===== src/hdl/nearest_palette_color_search_top_assert.svh =====
// Assertion macros for the nearest palette color search block.
`ifndef NEAREST_PALETTE_COLOR_SEARCH_TOP_ASSERT_SVH
`define NEAREST_PALETTE_COLOR_SEARCH_TOP_ASSERT_SVH

`ifndef ASSERT_OFF
// Checked only while the block is out of reset.
`define NPS_ASSERT(lbl, prop, msg) \
    lbl: assert property (@(posedge aclk) disable iff (!aresetn) prop) else $error(msg);
// Checked at every clock edge, reset included.
`define NPS_ASSERT_RST(lbl, prop, msg) \
    lbl: assert property (@(posedge aclk) prop) else $error(msg);
`else
`define NPS_ASSERT(lbl, prop, msg)
`define NPS_ASSERT_RST(lbl, prop, msg)
`endif

`endif


===== src/hdl/nps_pkg.sv =====
// Shared constants and types of the nearest palette color search block.
`timescale 1ns / 1ps
package nps_pkg;

    localparam int PALETTE_ENTRIES = 64;
    localparam int ADDR_W          = $clog2(PALETTE_ENTRIES);
    localparam int CNT_W           = $clog2(PALETTE_ENTRIES + 1);
    localparam int IDX_W           = 6;
    localparam int COLOR_W         = 8;
    localparam int SQ_W            = 2 * COLOR_W;
    localparam int DIST_W          = SQ_W + 2;
    localparam int S_TDATA_W       = 32;
    localparam int M_TDATA_W       = 8;
    localparam int CFG_INDEX_W     = 2;
    localparam int CFG_DATA_W      = 8;
    localparam int QUEUE_DEPTH     = 2;
    localparam int QPTR_W          = $clog2(QUEUE_DEPTH);
    localparam int QCNT_W          = $clog2(QUEUE_DEPTH + 1);

    localparam logic OP_WRITE = 1'b0;
    localparam logic OP_QUERY = 1'b1;

    typedef struct packed {
        logic [COLOR_W-1:0] red;
        logic [COLOR_W-1:0] green;
        logic [COLOR_W-1:0] blue;
    } rgb_t;

    localparam int RGB_W = $bits(rgb_t);

    typedef struct packed {
        logic valid;
        rgb_t color;
    } default_cfg_t;

    typedef enum logic [1:0] {
        CMD_WRITE,
        CMD_QUERY,
        CMD_DEFAULT
    } cmd_kind_t;

    typedef struct packed {
        cmd_kind_t         kind;
        logic [ADDR_W-1:0] addr;
        rgb_t              color;
    } cmd_t;

    typedef struct packed {
        logic empty;
        logic full;
    } queue_status_t;

endpackage


===== src/hdl/nps_ram.sv =====
// Generic single-write, single-read RAM with registered read data.
`timescale 1ns / 1ps
module nps_ram #(
    parameter int WIDTH = 24,
    parameter int DEPTH = 64
) (
    input  logic                     aclk,
    input  logic                     wr_en,
    input  logic [$clog2(DEPTH)-1:0] wr_addr,
    input  logic [WIDTH-1:0]         wr_data,
    input  logic [$clog2(DEPTH)-1:0] rd_addr,
    output logic [WIDTH-1:0]         rd_data
);

    logic [WIDTH-1:0] mem_reg [DEPTH];
    logic [WIDTH-1:0] rd_data_reg;

    always_ff @(posedge aclk) begin
        if (wr_en) begin
            mem_reg[wr_addr] <= wr_data;
        end
        rd_data_reg <= mem_reg[rd_addr];
    end

    assign rd_data = rd_data_reg;

endmodule


===== src/hdl/nps_front.sv =====
// Front end: takes input transfers and classifies them into commands.
`timescale 1ns / 1ps
module nps_front (
    input  logic                          s_tvalid,
    output logic                          s_tready,
    input  logic [nps_pkg::S_TDATA_W-1:0] s_tdata,
    input  logic                          s_tuser,
    input  nps_pkg::default_cfg_t         default_cfg,
    input  nps_pkg::queue_status_t        q_status,
    output logic                          push,
    output nps_pkg::cmd_t                 push_cmd
);
    import nps_pkg::*;

    logic [IDX_W-1:0] entry_index;
    rgb_t             color;
    logic             in_range;
    logic             default_hit;

    assign entry_index = s_tdata[IDX_W-1:0];
    assign color.red   = s_tdata[IDX_W +: COLOR_W];
    assign color.green = s_tdata[IDX_W + COLOR_W +: COLOR_W];
    assign color.blue  = s_tdata[IDX_W + 2 * COLOR_W +: COLOR_W];

    // Writes past the end of the palette are taken and dropped.
    assign in_range    = 32'(entry_index) < 32'(PALETTE_ENTRIES);
    assign default_hit = default_cfg.valid && (default_cfg.color == color);

    assign s_tready = !q_status.full;

    always_comb begin
        push_cmd.addr  = ADDR_W'(entry_index);
        push_cmd.color = color;
        if (s_tuser == OP_WRITE) begin
            push_cmd.kind = CMD_WRITE;
        end else if (default_hit) begin
            push_cmd.kind = CMD_DEFAULT;
        end else begin
            push_cmd.kind = CMD_QUERY;
        end
    end

    assign push = s_tvalid && s_tready && ((s_tuser == OP_QUERY) || in_range);

endmodule


===== src/hdl/nps_fifo.sv =====
// Short command queue between the front end and the search engine.
`timescale 1ns / 1ps
module nps_fifo (
    input  logic                   aclk,
    input  logic                   aresetn,
    input  logic                   push,
    input  nps_pkg::cmd_t          push_cmd,
    input  logic                   pop,
    output nps_pkg::cmd_t          head_cmd,
    output nps_pkg::queue_status_t q_status
);
    import nps_pkg::*;

    cmd_t              entry_reg [QUEUE_DEPTH];
    logic [QPTR_W-1:0] wr_ptr_reg, wr_ptr_next;
    logic [QPTR_W-1:0] rd_ptr_reg, rd_ptr_next;
    logic [QCNT_W-1:0] count_reg, count_next;

    always_comb begin
        wr_ptr_next = wr_ptr_reg;
        rd_ptr_next = rd_ptr_reg;
        count_next  = count_reg;
        if (push) begin
            wr_ptr_next = (wr_ptr_reg == QPTR_W'(QUEUE_DEPTH - 1)) ? '0 : wr_ptr_reg + 1'b1;
        end
        if (pop) begin
            rd_ptr_next = (rd_ptr_reg == QPTR_W'(QUEUE_DEPTH - 1)) ? '0 : rd_ptr_reg + 1'b1;
        end
        if (push && !pop) begin
            count_next = count_reg + 1'b1;
        end else if (pop && !push) begin
            count_next = count_reg - 1'b1;
        end
    end

    always_ff @(posedge aclk) begin
        if (!aresetn) begin
            wr_ptr_reg <= '0;
            rd_ptr_reg <= '0;
            count_reg  <= '0;
        end else begin
            wr_ptr_reg <= wr_ptr_next;
            rd_ptr_reg <= rd_ptr_next;
            count_reg  <= count_next;
        end
    end

    always_ff @(posedge aclk) begin
        if (push) begin
            entry_reg[wr_ptr_reg] <= push_cmd;
        end
    end

    assign head_cmd       = entry_reg[rd_ptr_reg];
    assign q_status.empty = (count_reg == '0);
    assign q_status.full  = (count_reg == QCNT_W'(QUEUE_DEPTH));

endmodule


===== src/hdl/nps_back.sv =====
// Back end: executes palette writes and runs the nearest color scan.
`timescale 1ns / 1ps
module nps_back (
    input  logic                   aclk,
    input  logic                   aresetn,
    input  nps_pkg::cmd_t          head_cmd,
    input  nps_pkg::queue_status_t q_status,
    output logic                   pop,
    output logic                   m_valid,
    input  logic                   m_ready,
    output logic [nps_pkg::IDX_W-1:0] m_match_index,
    output logic                   m_is_default
);
    import nps_pkg::*;

    typedef enum logic [1:0] {
        ST_IDLE,
        ST_SCAN,
        ST_FINISH
    } state_t;

    state_t             state_reg, state_next;
    logic [CNT_W-1:0]   cnt_reg, cnt_next;
    rgb_t               query_reg, query_next;
    logic [DIST_W-1:0]  best_dist_reg, best_dist_next;
    logic [ADDR_W-1:0]  best_idx_reg, best_idx_next;
    logic               v1_reg, v1_next;
    logic               v2_reg, v2_next;
    logic               m_valid_reg, m_valid_next;
    logic [IDX_W-1:0]   m_index_reg, m_index_next;
    logic               m_default_reg, m_default_next;

    // Datapath pipeline, no reset needed.
    logic [ADDR_W-1:0]  idx1_reg, idx2_reg;
    logic               last1_reg, last2_reg;
    logic [SQ_W-1:0]    sq_r_reg, sq_g_reg, sq_b_reg;

    logic               out_free;
    logic               issue;
    logic               ram_we;
    logic [RGB_W-1:0]   ram_rd_data;
    rgb_t               entry;
    logic [DIST_W-1:0]  cand_dist;

    function automatic logic [SQ_W-1:0] sq_diff(input logic [COLOR_W-1:0] a,
                                                input logic [COLOR_W-1:0] b);
        logic [COLOR_W-1:0] d;
        d = (a > b) ? (a - b) : (b - a);
        return SQ_W'(d) * SQ_W'(d);
    endfunction

    nps_ram #(
        .WIDTH(RGB_W),
        .DEPTH(PALETTE_ENTRIES)
    ) u_palette (
        .aclk    (aclk),
        .wr_en   (ram_we),
        .wr_addr (head_cmd.addr),
        .wr_data (head_cmd.color),
        .rd_addr (cnt_reg[ADDR_W-1:0]),
        .rd_data (ram_rd_data)
    );

    assign entry    = rgb_t'(ram_rd_data);
    assign out_free = !m_valid_reg || m_ready;
    assign issue    = (state_reg == ST_SCAN) && (cnt_reg != CNT_W'(PALETTE_ENTRIES));
    assign ram_we   = (state_reg == ST_IDLE) && !q_status.empty && (head_cmd.kind == CMD_WRITE);
    assign pop      = (state_reg == ST_IDLE) && !q_status.empty &&
                      ((head_cmd.kind != CMD_DEFAULT) || out_free);
    assign cand_dist = DIST_W'(sq_r_reg) + DIST_W'(sq_g_reg) + DIST_W'(sq_b_reg);

    always_comb begin
        state_next     = state_reg;
        cnt_next       = cnt_reg;
        query_next     = query_reg;
        best_dist_next = best_dist_reg;
        best_idx_next  = best_idx_reg;
        v1_next        = issue;
        v2_next        = v1_reg;
        m_valid_next   = m_valid_reg && !m_ready;
        m_index_next   = m_index_reg;
        m_default_next = m_default_reg;
        case (state_reg)
            ST_IDLE: begin
                if (!q_status.empty) begin
                    case (head_cmd.kind)
                        CMD_QUERY: begin
                            query_next     = head_cmd.color;
                            cnt_next       = '0;
                            best_dist_next = '1;
                            best_idx_next  = '0;
                            state_next     = ST_SCAN;
                        end
                        CMD_DEFAULT: begin
                            if (out_free) begin
                                m_valid_next   = 1'b1;
                                m_index_next   = '0;
                                m_default_next = 1'b1;
                            end
                        end
                        default: ;
                    endcase
                end
            end
            ST_SCAN: begin
                if (issue) begin
                    cnt_next = cnt_reg + 1'b1;
                end
                // Strict compare keeps the lowest index on ties.
                if (v2_reg && (cand_dist < best_dist_reg)) begin
                    best_dist_next = cand_dist;
                    best_idx_next  = idx2_reg;
                end
                if (v2_reg && last2_reg) begin
                    state_next = ST_FINISH;
                end
            end
            ST_FINISH: begin
                if (out_free) begin
                    m_valid_next   = 1'b1;
                    m_index_next   = IDX_W'(best_idx_reg);
                    m_default_next = 1'b0;
                    state_next     = ST_IDLE;
                end
            end
            default: state_next = ST_IDLE;
        endcase
    end

    always_ff @(posedge aclk) begin
        if (!aresetn) begin
            state_reg     <= ST_IDLE;
            cnt_reg       <= '0;
            v1_reg        <= 1'b0;
            v2_reg        <= 1'b0;
            m_valid_reg   <= 1'b0;
            m_default_reg <= 1'b0;
        end else begin
            state_reg     <= state_next;
            cnt_reg       <= cnt_next;
            v1_reg        <= v1_next;
            v2_reg        <= v2_next;
            m_valid_reg   <= m_valid_next;
            m_default_reg <= m_default_next;
        end
        query_reg     <= query_next;
        best_dist_reg <= best_dist_next;
        best_idx_reg  <= best_idx_next;
        m_index_reg   <= m_index_next;
    end

    always_ff @(posedge aclk) begin
        idx1_reg  <= cnt_reg[ADDR_W-1:0];
        last1_reg <= (cnt_reg == CNT_W'(PALETTE_ENTRIES - 1));
        idx2_reg  <= idx1_reg;
        last2_reg <= last1_reg;
        sq_r_reg  <= sq_diff(entry.red, query_reg.red);
        sq_g_reg  <= sq_diff(entry.green, query_reg.green);
        sq_b_reg  <= sq_diff(entry.blue, query_reg.blue);
    end

    assign m_valid       = m_valid_reg;
    assign m_match_index = m_index_reg;
    assign m_is_default  = m_default_reg;

endmodule


===== src/hdl/nearest_palette_color_search_top.sv =====
// Top level of the nearest palette color search block.
// A query scans every palette entry, one entry per cycle through the single read port of the palette
// RAM, before its result is offered; the next query starts its scan only after this one has finished.
// Writes and default hits need no scan.
// Reset: aresetn is synchronous and active low; it clears control state and the default
// color registers. Palette contents are not cleared and must be written before any query.
`timescale 1ns / 1ps
`include "nearest_palette_color_search_top_assert.svh"
module nearest_palette_color_search_top (
    input  logic                            aclk,
    input  logic                            aresetn,
    // Input channel.
    input  logic                            s_tvalid,
    output logic                            s_tready,
    // s_tdata from bit 0: entry_index[5:0], red[13:6], green[21:14], blue[29:22], zero pad.
    input  logic [nps_pkg::S_TDATA_W-1:0]   s_tdata,
    // s_tuser: op (0 writes a palette entry, 1 queries the nearest color).
    input  logic [0:0]                      s_tuser,
    // Result channel.
    output logic                            m_tvalid,
    input  logic                            m_tready,
    // m_tdata from bit 0: match_index[5:0], zero pad.
    output logic [nps_pkg::M_TDATA_W-1:0]   m_tdata,
    // m_tuser: is_default.
    output logic [0:0]                      m_tuser,
    // Configuration write channel.
    input  logic                            cfg_valid,
    output logic                            cfg_ready,
    input  logic [nps_pkg::CFG_INDEX_W-1:0] cfg_index,
    input  logic [nps_pkg::CFG_DATA_W-1:0]  cfg_data
);
    import nps_pkg::*;

    // Register map of the configuration channel.
    typedef enum logic [CFG_INDEX_W-1:0] {
        REG_DEFAULT_VALID,
        REG_DEFAULT_RED,
        REG_DEFAULT_GREEN,
        REG_DEFAULT_BLUE
    } cfg_reg_t;

    default_cfg_t  cfg_reg, cfg_next;
    cmd_t          push_cmd;
    cmd_t          head_cmd;
    queue_status_t q_status;
    logic          push;
    logic          pop;
    logic [IDX_W-1:0] match_index;
    logic          is_default;

    // Configuration writes are always taken. Software must write only while the block is idle; the block
    // itself does not enforce it. Then the default color seen by the front end is stable for every query it classifies.
    assign cfg_ready = 1'b1;

    always_comb begin
        cfg_next = cfg_reg;
        if (cfg_valid) begin
            case (cfg_reg_t'(cfg_index))
                REG_DEFAULT_VALID: cfg_next.valid       = cfg_data[0];
                REG_DEFAULT_RED:   cfg_next.color.red   = cfg_data[COLOR_W-1:0];
                REG_DEFAULT_GREEN: cfg_next.color.green = cfg_data[COLOR_W-1:0];
                REG_DEFAULT_BLUE:  cfg_next.color.blue  = cfg_data[COLOR_W-1:0];
                default: ;
            endcase
        end
    end

    always_ff @(posedge aclk) begin
        if (!aresetn) begin
            cfg_reg <= '0;
        end else begin
            cfg_reg <= cfg_next;
        end
    end

    // The front end checks for the default color and sorts each transfer into a
    // palette write, a default hit or a full search, then queues it.
    nps_front u_front (
        .s_tvalid    (s_tvalid),
        .s_tready    (s_tready),
        .s_tdata     (s_tdata),
        .s_tuser     (s_tuser[0]),
        .default_cfg (cfg_reg),
        .q_status    (q_status),
        .push        (push),
        .push_cmd    (push_cmd)
    );

    // The queue lets new transfers arrive while the back end is scanning.
    nps_fifo u_fifo (
        .aclk     (aclk),
        .aresetn  (aresetn),
        .push     (push),
        .push_cmd (push_cmd),
        .pop      (pop),
        .head_cmd (head_cmd),
        .q_status (q_status)
    );

    // The back end performs commands strictly in order, so a write queued behind a
    // query lands only after that query has finished its scan.
    nps_back u_back (
        .aclk          (aclk),
        .aresetn       (aresetn),
        .head_cmd      (head_cmd),
        .q_status      (q_status),
        .pop           (pop),
        .m_valid       (m_tvalid),
        .m_ready       (m_tready),
        .m_match_index (match_index),
        .m_is_default  (is_default)
    );

    assign m_tdata    = M_TDATA_W'(match_index);
    assign m_tuser[0] = is_default;

    // A default hit always reports index zero.
    `NPS_ASSERT(a_default_index_zero, m_tvalid && m_tuser[0] |-> m_tdata[IDX_W-1:0] == '0, "default result with nonzero index")
    // A default hit can only come from a configured default color.
    `NPS_ASSERT(a_default_needs_valid, m_tvalid && m_tuser[0] |-> cfg_reg.valid, "default result while no default configured")
    // The queue can never look full and empty at once.
    `NPS_ASSERT(a_queue_status, !(q_status.full && q_status.empty), "queue reports full and empty")
    // No result is offered right after reset.
    `NPS_ASSERT_RST(a_reset_clears_out, !aresetn |=> !m_tvalid, "result valid after reset")

endmodule

===== config.mk =====
export PLATFORM = sky130hd
export DESIGN_NAME = nearest_palette_color_search_top
export DESIGN_NICKNAME = d
export VERILOG_FILES = /design/src/hdl/nps_pkg.sv /design/src/hdl/nps_ram.sv /design/src/hdl/nps_front.sv /design/src/hdl/nps_fifo.sv /design/src/hdl/nps_back.sv /design/src/hdl/nearest_palette_color_search_top.sv
export VERILOG_INCLUDE_DIRS = /design/src /design/src/hdl
export SDC_FILE = /design/constraint.sdc
export NUM_CORES = 2
export LEC_CHECK = 0
export BUFFER_PORTS_ARGS = -buffer_cell sky130_fd_sc_hd__buf_4
export CORE_ASPECT_RATIO = 0.7
export CORE_UTILIZATION = 45
export CTS_CLUSTER_SIZE = 28
export DETAILED_ROUTE_END_ITERATION = 12
export HOLD_SLACK_MARGIN = 0.05
export PLACE_DENSITY_LB_ADDON = 0.1
export REMOVE_ABC_BUFFERS = 1
export SLEW_MARGIN = 20
export SYNTH_ARGS = -nofsm -noshare
export SYNTH_HDL_FRONTEND = slang
export SYNTH_HIERARCHICAL = 1
export SYNTH_SLANG_ARGS = --single-unit

===== constraint.sdc =====
create_clock -name aclk -period 16.6 [get_ports aclk]
set_clock_uncertainty 0.1 [all_clocks]
set_input_delay 3.32 -clock aclk [delete_from_list [all_inputs] [get_ports aclk]]
set_output_delay 3.32 -clock aclk [all_outputs]
set_load 0.05 [all_outputs]

==> metrics.txt <==
total power=~0.019 W; HPWL Detailed=112000 microns; area of the multi-input gates=21100 sq um; top_reg_cell synth=edfxtp_1; switching share of total power=0.383; DIE AREA=about 170000 sq um; maximum vdd ir drop=0.513 mV; P_sw=roughly 0.0071 W; Crit Path Class=reg -> reg; clk sinks=~1.8k; storage element area=between 50000 and 60000 sq um; Syn Inst Count=4145; startpoint types=flop; fin util=0.506; CTS tree=done; Worst Tran Pin Value=1.20 ns; Yosys top cell by area=edfxtp_1; Core Footprint=166000 sq um; Routed wire per std cell=28.3 microns; DRC=0; WHS=roughly 0.22 ns; Yosys top cell area share=0.661; Worst EP arrival=just under 8 ns; Die H=roughly 340 microns; number of global-route vias before repair=37.4k; die width=491 microns; Max-cap violations=0; Rows=between 100 and 150; Tightest Hold Check Type=reg -> reg; dpl cells=around 6.3k; GRT Total Usage=0.224; fillcell total=between 10k and 15k; minimum clock period=7.09 ns; Worst EP required=17.21 ns; worst-path fanout max=9; ys async rst share=0; busiest grt layer=met1; Ys Warns=6; relative max-transition margin=0.194; total gr overflow=0; area grow syn2layout=11.6%; layout cells sized above 1=0.223; largest net degree at the start of global routing=between 100 and 150; Seq pwr share=0.303; Pleak=27.7 nW; Clk pwr share=0.205; clk_lat worst skew=0.83 ns; clk buf depth=3; Synth Register Bits=1780; max reg flops=1536; grt met3 use=0.0426; logic gate share of total power=0.492; Clock transition at path regs=approximately 0.07 ns; Power Dens Cells=222 nW/um^2; num ports=60; via count=38.5k; Fin. Hold Viols=0; root buffer cell=clkbuf_16; period utilization=0.427; drt via density=5.77; Hold Buf Count CTS=0; synth top area cells=edfxtp_1 (66%), mux4_2 (11%), dfxtp_1 (3.4%); post-synthesis cell area=75200 sq um; TritonRoute pass-1 iters=5; first-pass GRT wire length=about 270000 microns; initial core utilization=0.453; EDFF count, synth=1654; DRT antenna net count=0; GR Util met1=0.355; Max Freq=141 MHz; Avg Cell Area, Syn=18.1 sq um; # nets final=4610; Port Buf Inserts=54; PostCTS Resize Cnt=0; max-slew violation count=0; P_int=0.0115 W; Placer Congestion=0.826; Final Instance Count excl. Fillers=6669; met2 GRT Util=0.319; status=completed; H-tree depth=4; RSZ-0062 raised after global routing=no; final wirelength=189000 microns; distinct cell type count after synthesis=88; initial antenna violation count=12; postcts setup bufs=0; number of DRC markers in iteration 0=3957; # setup viols final=0; Seq/Total Area, Yosys=0.694; Worst Setup End Kind=flop; CTS Buf Count=roughly 170
==> layer usage <==
layer,wire length (microns),vias up
met2,80700,1228
met5,0,-
met3,14000,216
li1,-,16528
met4,3570,0
met1,90300,20491
==> power by group through the flow <==
stage                     Combinational, W  Sequential (W)  Clock [W]
final                              0.00917         0.00565    0.00382
after global routing                0.0106         0.00567    0.00406
after CTS                          0.00936         0.00566    0.00390
after global placement             0.00923         0.00575          0
after floorplan                    0.00726         0.00582          0
after detailed placement           0.00925         0.00575          0
==> worst paths after layout <==
kind,startpoint,endpoint,slack [ns],cells past startpoint
setup reg to reg,u_back/query_reg[8]$_DFFE_PP_,u_back/sq_g_reg[15]$_DFF_P_,9.51,24
hold reg to reg,u_back/idx1_reg[3]$_DFF_P_,u_back/idx2_reg[3]$_DFF_P_,0.22,0
hold / removal,u_back/idx1_reg[3]$_DFF_P_,u_back/idx2_reg[3]$_DFF_P_,0.22,0
setup / recovery,u_back/query_reg[8]$_DFFE_PP_,u_back/sq_g_reg[15]$_DFF_P_,9.51,24
==> kinds of logic after synthesis <==
family | count (synthesis) | synth area share
flip-flops | 1780 | 0.694
multiplexers | 577 | 0.137
AND/OR/NAND/NOR | 546 | 0.0356
buffers and inverters | 444 | 0.0276
AO/OA/AOI/OAI | 421 | 0.0385
adder cells (fa/ha/maj) | 268 | 0.0543
XOR/XNOR | 105 | 0.0125
other | 4 | 0.000200
==> placed cells by master, fill, tap and decap left out, drive strengths merged, types with 106 or more instances in the layout <==
master / Yosys / final
edfxtp: 1654 / 1654
mux4: 355 / 355
inv: 236 / 247
clkbuf: 64 / 221
nor2: 197 / 197
buf: 143 / 180
ha: 171 / 171
mux2i: 137 / 137
dfxtp: 126 / 126
nand2: 106 / 106
==> cell usage after synthesis (24+ instances only) <==
master    number
a21o_1        29
a21oi_1       84
a221oi_1      54
a22oi_1       29
and2_1        26
buf_2         51
buf_4         69
clkbuf_1      60
dfxtp_1      126
edfxtp_1    1654
fa_1          97
ha_1         171
inv_1        234
mux2_2        83
mux2i_1      137
mux4_2       355
nand2_1      106
nand2b_1      29
nand3_1       28
nor2_1       195
nor2b_1       30
o21a_1        24
o21ai_0       52
o22ai_1       54
xnor2_1       68
xor2_1        34
==> stage by stage <==
| step | setup TNS (ns) | area (sq um) | worst slack (ns) |
|---|---|---|---|
| 6_report | 0 | 83900 | 9.51 |
| 5_1_grt | 0 | 83900 | 9.04 |
| 4_1_cts | 0 | 83900 | 9.38 |
| 3_5_place_dp | 0 | 78400 | 9.44 |
| 3_3_place_gp | 0 | 78400 | 9.58 |
| 2_1_floorplan | -25.82 | 74000 | -1.87 |
==> final cells by class <==
cell class | instances | area share
sequential | 1780 | 0.622
multi-input combinational | 1923 | 0.252
clock buffer | 221 | 0.0557
tap | 2222 | 0.0331
timing repair buffer | 180 | 0.0168
inverter | 237 | 0.0106
clock inverter | 94 | 0.00954
antenna | 12 | 0.000358
==> critical path: stages (launching register included) <==
cell and delay, ns:
edfxtp_1 0.35, ha_1 0.18, inv_1 0.06, fa_1 0.42, a21o_1 0.23, a221o_1 0.34
o211a_1 0.39, mux2i_1 0.29, xor2_2 0.54, or2_2 0.24, inv_1 0.06, fa_1 0.48
fa_1 0.55, inv_1 0.06, fa_1 0.50, fa_1 0.55, inv_1 0.04, ha_1 0.32
o21ai_0 0.23, a21boi_0 0.17, o21a_1 0.16, nor3_1 0.14, nor2_1 0.09, o41ai_1 0.32
xor2_1 0.18
Note: power is estimated with default switching activity, not from simulation.
